`config.mk`:
```
export PLATFORM = sky130hd
export DESIGN_NAME = pqnp_nearest
export DESIGN_NICKNAME = d
export VERILOG_FILES = /design/src/rtl/pqnp_pkg.sv /design/src/rtl/pqnp_nearest.sv
export SDC_FILE = /design/constraint.sdc
export NUM_CORES = 2
export LEC_CHECK = 0
export BUFFER_PORTS_ARGS = -buffer_cell sky130_fd_sc_hd__buf_2
export CORE_MARGIN = 2
export CORE_UTILIZATION = 59
export DETAILED_ROUTE_END_ITERATION = 8
export PLACE_DENSITY = 0.78
export SYNTH_ARGS = -nofsm -noshare
export SYNTH_HDL_FRONTEND = slang
export SYNTH_SLANG_ARGS = --single-unit
```
`constraint.sdc`:
```
create_clock -name clock -period 6.9 [get_ports clock]
set_clock_uncertainty 0.15 [all_clocks]
set_input_delay 0.345 -clock clock [delete_from_list [all_inputs] [get_ports clock]]
set_output_delay 0.345 -clock clock [all_outputs]
set_load 0.02 [all_outputs]
```
`src/rtl/pqnp_pkg.sv`:
```
package pqnp_pkg;

   localparam int NumEntries = 6;
   localparam int NumPairs   = NumEntries / 2;
   localparam int ChanW      = 8;
   localparam int NumChans   = 3;
   localparam int ColorW     = NumChans * ChanW;
   localparam int CodeW      = 4;
   localparam int ByteW      = 2 * CodeW;
   localparam int SqW        = 2 * ChanW;
   localparam int DistW      = SqW + 2;
   localparam int CsrIndexW  = 3;

   typedef logic [ChanW-1:0]                  chan_type;
   typedef logic [CodeW-1:0]                  code_type;
   typedef logic [DistW-1:0]                  dist_type;
   typedef logic [ColorW-1:0]                 color_type;
   typedef logic [NumEntries-1:0][ColorW-1:0] palette_type;
   typedef logic [NumEntries-1:0][CodeW-1:0]  code_table_type;

   localparam code_type CodeBlack  = 4'h0;
   localparam code_type CodeWhite  = 4'h1;
   localparam code_type CodeYellow = 4'h2;
   localparam code_type CodeRed    = 4'h3;
   localparam code_type CodeBlue   = 4'h5;
   localparam code_type CodeGreen  = 4'h6;
   localparam code_type CodePad    = 4'h0;

   localparam code_table_type EntryCode =
      {CodeGreen, CodeBlue, CodeRed, CodeYellow, CodeWhite, CodeBlack};

   localparam palette_type EntryReset =
      {24'h00FF00, 24'h0000FF, 24'hFF0000, 24'hFFFF00, 24'hFFFFFF, 24'h000000};

   typedef struct packed {
      chan_type red;
      chan_type green;
      chan_type blue;
      logic     final_pixel;
   } pixel_type;

   typedef struct packed {
      code_type code;
      logic     final_pixel;
   } code_item_type;

endpackage

```
`src/rtl/pqnp_nearest.sv`:
```
module pqnp_nearest import pqnp_pkg::*; (
   input  logic          clock,
   input  logic          reset,
   input  logic          in_valid,
   output logic          in_ready,
   input  pixel_type     in_pixel,
   input  palette_type   palette,
   output logic          out_valid,
   input  logic          out_ready,
   output code_item_type out_item
);

   localparam int Stages = 5;

   logic [Stages-1:0] valid_ff, valid_in;
   logic [Stages:0]   adv;
   logic [Stages-1:0] last_ff;

   pixel_type                                  pix_ff;
   logic [NumChans-1:0][ChanW-1:0]             pix_chan;
   logic [NumEntries-1:0][NumChans-1:0][SqW-1:0] sq_ff, sq_in;
   logic [NumEntries-1:0][DistW-1:0]           dist_ff, dist_in;
   logic [NumPairs-1:0][DistW-1:0]             pair_dist_ff, pair_dist_in;
   logic [NumPairs-1:0][CodeW-1:0]             pair_code_ff, pair_code_in;
   code_type                                   code_ff, code_in;

   always_comb begin
      adv[Stages] = out_ready;
      for (int k = Stages - 1; k >= 0; k--) begin
         adv[k] = !valid_ff[k] || adv[k+1];
      end
      valid_in[0] = adv[0] ? in_valid : valid_ff[0];
      for (int k = 1; k < Stages; k++) begin
         if (adv[k]) begin
            valid_in[k] = valid_ff[k-1];
         end else begin
            valid_in[k] = valid_ff[k];
         end
      end
   end

   assign pix_chan = {pix_ff.red, pix_ff.green, pix_ff.blue};

   always_comb begin
      chan_type pal_chan;
      chan_type diff;
      for (int e = 0; e < NumEntries; e++) begin
         for (int c = 0; c < NumChans; c++) begin
            pal_chan     = palette[e][c*ChanW +: ChanW];
            diff         = (pix_chan[c] >= pal_chan) ? pix_chan[c] - pal_chan
                                                     : pal_chan - pix_chan[c];
            sq_in[e][c]  = SqW'(diff) * SqW'(diff);
         end
      end
   end

   always_comb begin
      for (int e = 0; e < NumEntries; e++) begin
         dist_in[e] = DistW'(sq_ff[e][0]) + DistW'(sq_ff[e][1]) + DistW'(sq_ff[e][2]);
      end
   end

   // The earlier entry of a pair keeps its place unless the later one is strictly closer.
   always_comb begin
      for (int p = 0; p < NumPairs; p++) begin
         if (dist_ff[2*p+1] < dist_ff[2*p]) begin
            pair_dist_in[p] = dist_ff[2*p+1];
            pair_code_in[p] = EntryCode[2*p+1];
         end else begin
            pair_dist_in[p] = dist_ff[2*p];
            pair_code_in[p] = EntryCode[2*p];
         end
      end
   end

   always_comb begin
      dist_type best_dist;
      best_dist = pair_dist_ff[0];
      code_in   = pair_code_ff[0];
      for (int p = 1; p < NumPairs; p++) begin
         if (pair_dist_ff[p] < best_dist) begin
            best_dist = pair_dist_ff[p];
            code_in   = pair_code_ff[p];
         end
      end
   end

   always_ff @(posedge clock) begin
      if (reset) begin
         valid_ff <= '0;
      end else begin
         valid_ff <= valid_in;
      end
      if (adv[0]) begin
         pix_ff     <= in_pixel;
         last_ff[0] <= in_pixel.final_pixel;
      end
      if (adv[1]) begin
         sq_ff      <= sq_in;
         last_ff[1] <= last_ff[0];
      end
      if (adv[2]) begin
         dist_ff    <= dist_in;
         last_ff[2] <= last_ff[1];
      end
      if (adv[3]) begin
         pair_dist_ff <= pair_dist_in;
         pair_code_ff <= pair_code_in;
         last_ff[3]   <= last_ff[2];
      end
      if (adv[4]) begin
         code_ff    <= code_in;
         last_ff[4] <= last_ff[3];
      end
   end

   assign in_ready              = adv[0];
   assign out_valid             = valid_ff[Stages-1];
   assign out_item.code         = code_ff;
   assign out_item.final_pixel  = last_ff[Stages-1];

   assert property (@(posedge clock) disable iff (reset)
      (valid_ff[Stages-1] && !out_ready) |=> valid_ff[Stages-1] && $stable(code_ff))
      else $error("nearest code changed while held at the pipeline end");

   assert property (@(posedge clock) disable iff (reset)
      (in_valid && adv[0]) |=> valid_ff[0])
      else $error("accepted pixel did not enter the first stage");

   assert property (@(posedge clock) disable iff (reset)
      (valid_ff[3] && adv[4]) |=> valid_ff[4])
      else $error("pair result lost on its way to the code stage");

endmodule

```
==> summary by stage <==
Outcome
The flow ran to the end, and the final reports show no timing, DRC or antenna violations.

Clocking
The clock-pin slew on the worst setup and hold paths is 0.07 ns. The number of sinks handled by clock tree synthesis is 473. The total number of H-tree levels is 2.

TritonCTS created 57 clock buffers. Counting along the longest clock path gives a buffer depth of 3. CTS placed an instance of sky130_fd_sc_hd__clkbuf_16 at the clock tree root. The clock tree from TritonCTS is done. For the worst-skew pair, the clock arrives at the later sink with an insertion delay of 0.68 ns.

Floorplanning
The area of the die is 107000 sq um. In this run the horizontal extent of the chip is 327 um. The floorplan has 118 rows. The initial utilization of the core area, before any placement, comes to 59.4%. The die is 327 um tall. In this run the count of I/O pins placed on the die edge is 180.

The core outline area is 103000 sq um.

Logic synthesis
Synthesis handed over a netlist of 6205 instances. The number of different library cells used by synthesis comes to 79. Yosys instantiated no cell more often than sky130_fd_sc_hd__inv_1. The number of enable flip-flop cells after synthesis is 468. The combined area of all synthesized cells is 61400 sq um. By area the synthesized netlist is led by sky130_fd_sc_hd__edfxtp_1 (23%), sky130_fd_sc_hd__ha_1 (20%), sky130_fd_sc_hd__fa_1 (19%), sky130_fd_sc_hd__inv_1 (7.3%), sky130_fd_sc_hd__xnor2_1 (4.9%). The synthesized design devotes to its leading area cell type 22.9% of total area. In the synthesized netlist the async set-or-reset flop fraction comes to 0%. The prevailing post-synth register cell is sky130_fd_sc_hd__edfxtp_1.

sky130_fd_sc_hd__edfxtp_1 takes more of the synthesized area than any other cell. The flip-flop and latch count after synthesis is 473. Counting instances in the post-synthesis netlist gives the leading cell types as sky130_fd_sc_hd__inv_1 (1187), sky130_fd_sc_hd__ha_1 (976), sky130_fd_sc_hd__nor2_1 (644). The Yosys warning count is 0. For this run, the register share of the synthesized area comes to 23.0%. Dividing the synthesized area by the synthesized cell count gives 9.90 sq um.

Detailed routing
The average wire per standard cell is 18.9 um. The first TritonRoute pass finished after 6 iterations. The total met3 wirelength after detailed routing is 9170 um. The routed layout has 47073 vias. For this block, wires on met1 add up to 65100 um.

The top routing layer in use is met5. Summed over all nets, wire length on met2 after detailed routing comes to 76000 um. The first routing iteration left 3181 violations. The residual antenna-violating net count after detailed routing is 0.

Dividing the detail-routed via count by the number of cells gives 5.61. After detailed routing, the number of remaining DRC violations is 0. The final wirelength is 158000 um.

STA
The number of setup violations in the final report is 0. The count of pins over their slew limit is 0. The fraction of the cycle the final worst path needs is 99.8%.

Setup slack on the critical path of the routed design comes to 0.0160 ns. Counting I/O delays and the setup requirement, the final critical path takes 6.88 ns. Setup repair after global routing could not meet its margin everywhere. At the pin with the least slew margin, the transition time is 1.06 ns. The highest achievable clock rate is 145 MHz. The final total negative setup slack is 0 ns.

Measured against its own limit, the worst slew margin works out to 29.6%. The hold violation count in the final report is 0.

Worst setup path
The required time at the worst-slack endpoint is 7.18 ns. The critical path is of the flip-flop to flip-flop type. The delay of the slowest cell on the worst path is 0.50 ns.

Of all nets on the critical path, the largest fanout is 5. The element type at the critical path end is a flip-flop. The endpoint arrival time on the critical path is 7.16 ns.

Among the stages of the critical path, the cell type that occurs most often is sky130_fd_sc_hd__fa_1. The slowest stage of the critical path is the sky130_fd_sc_hd__fa_1 cell. The worst setup path is launched from a flip-flop.

Global routing
The initial antenna violation count is 11. The pin count of the biggest net entering global routing is 151. The via count of the first global-routing pass is 47355. The total overflow left after global routing is 0. The first global-routing pass estimated 242000 um of wire. Global routing used 28.6% of the available tracks across all layers.

Cells and area
In the final layout, the share of cells above drive strength 1 is 20.3%. The layout net count is 8684. From synthesis to final layout, the design area changed by 18.5%. Cells fill 70.4% of the core in the end.

Place
Before CTS, the worst setup slack after placement is -0.180 ns. The final RePlAce weighted congestion is 0.948. Port buffering added 178 buffers. The post-DP HPWL is 124000 um.

Job
Max-cap violations in this run came to 0.

Min path
The tightest min-delay check is of the input port to flip-flop type.
## critical path, delay by kind of cell (launching register included)
| kind | cells | cell delay, ns |
|---|---|---|
| adder cells (fa/ha/maj) | 7 | 2.64 |
| AO/OA/AOI/OAI | 7 | 1.76 |
| buffers and inverters | 7 | 0.76 |
| AND/OR/NAND/NOR | 5 | 0.60 |
| flip-flops | 1 | 0.43 |
| multiplexers | 1 | 0.23 |
| XOR/XNOR | 1 | 0.13 |
## registers in the layout (all words and copies together) (netlist names)
name	flops
pix_chan	24
pair_dist_ff	54
valid_ff	5
last_ff	5
pair_code_ff	4
sq_ff	270
dist_ff	108
code_ff	3
## per-layer routing
layer | global-route usage (%) | up-vias
li1 | - | 22174
met1 | 37.6 | 23214
met2 | 48.3 | 1345
met3 | 3.23 | 334
met4 | 11.4 | 6
met5 | 0 | -
## what timing repair did
action                     4_1_cts  5_1_grt
hold buffers                    29        0
hold endpoints to repair        34        0
pin swaps                        6      251
gates resized for setup         42      468
setup endpoints to repair       26       82
setup buffers                    6      134
## per-stage QoR
stage               cells  cell area, sq um  hold slack (ns)
floorplan            6227             61600            0.250
CTS                  8254             69500            0.186
finish               8395             72800            0.230
detailed placement   8111             67000            0.255
global placement     8111             67000            0.256
global route         8391             72800            0.213
## cell type report
cell class	count	area, sq um
diodes	9	22.5
clock buffers	70	1530
clock inverters	38	413
fillers	7318	30500
inverters	1187	4470
multi-input cells	4498	45000
flip-flops and latches	473	14200
well taps	1380	1730
repair buffers	740	5450
## cells by family after synthesis
kind of cell / share of synthesized area (%)
multiplexers: 3.14
buffers and inverters: 7.72
other: 0.00611
AND/OR/NAND/NOR: 9.62
AO/OA/AOI/OAI: 10.6
XOR/XNOR: 7.12
flip-flops: 23.0
adder cells (fa/ha/maj): 38.7
## final timing paths
check / start / cells past startpoint / slack (ns) / to
max: pix_chan[0] / 28 / 0.02 / sq_ff[15]
min: in_pixel[12] / 2 / 0.23 / pix_chan[11]
max reg2reg: pix_chan[0] / 28 / 0.02 / sq_ff[15]
min reg2reg: last_ff[2] / 0 / 0.27 / last_ff[3]
## layout by cell type (no fill, tap or decap), types with 97 or more instances in the layout
cell type,Yosys,layout
sky130_fd_sc_hd__inv_1,1187,1138
sky130_fd_sc_hd__ha_1,976,929
sky130_fd_sc_hd__nor2_1,644,602
sky130_fd_sc_hd__fa_1,578,547
sky130_fd_sc_hd__buf_4,2,493
sky130_fd_sc_hd__edfxtp_1,468,468
sky130_fd_sc_hd__xnor2_1,343,304
sky130_fd_sc_hd__a21oi_1,330,259
sky130_fd_sc_hd__buf_2,2,178
sky130_fd_sc_hd__xor2_1,147,136
sky130_fd_sc_hd__o21bai_1,130,124
sky130_fd_sc_hd__nand2_1,127,115
sky130_fd_sc_hd__a21o_1,107,107
sky130_fd_sc_hd__or2_2,123,104
sky130_fd_sc_hd__o21ai_0,108,97
Power is not shown: default switching activity piles up to over one toggle a cycle in this logic, so the estimate is an artifact.
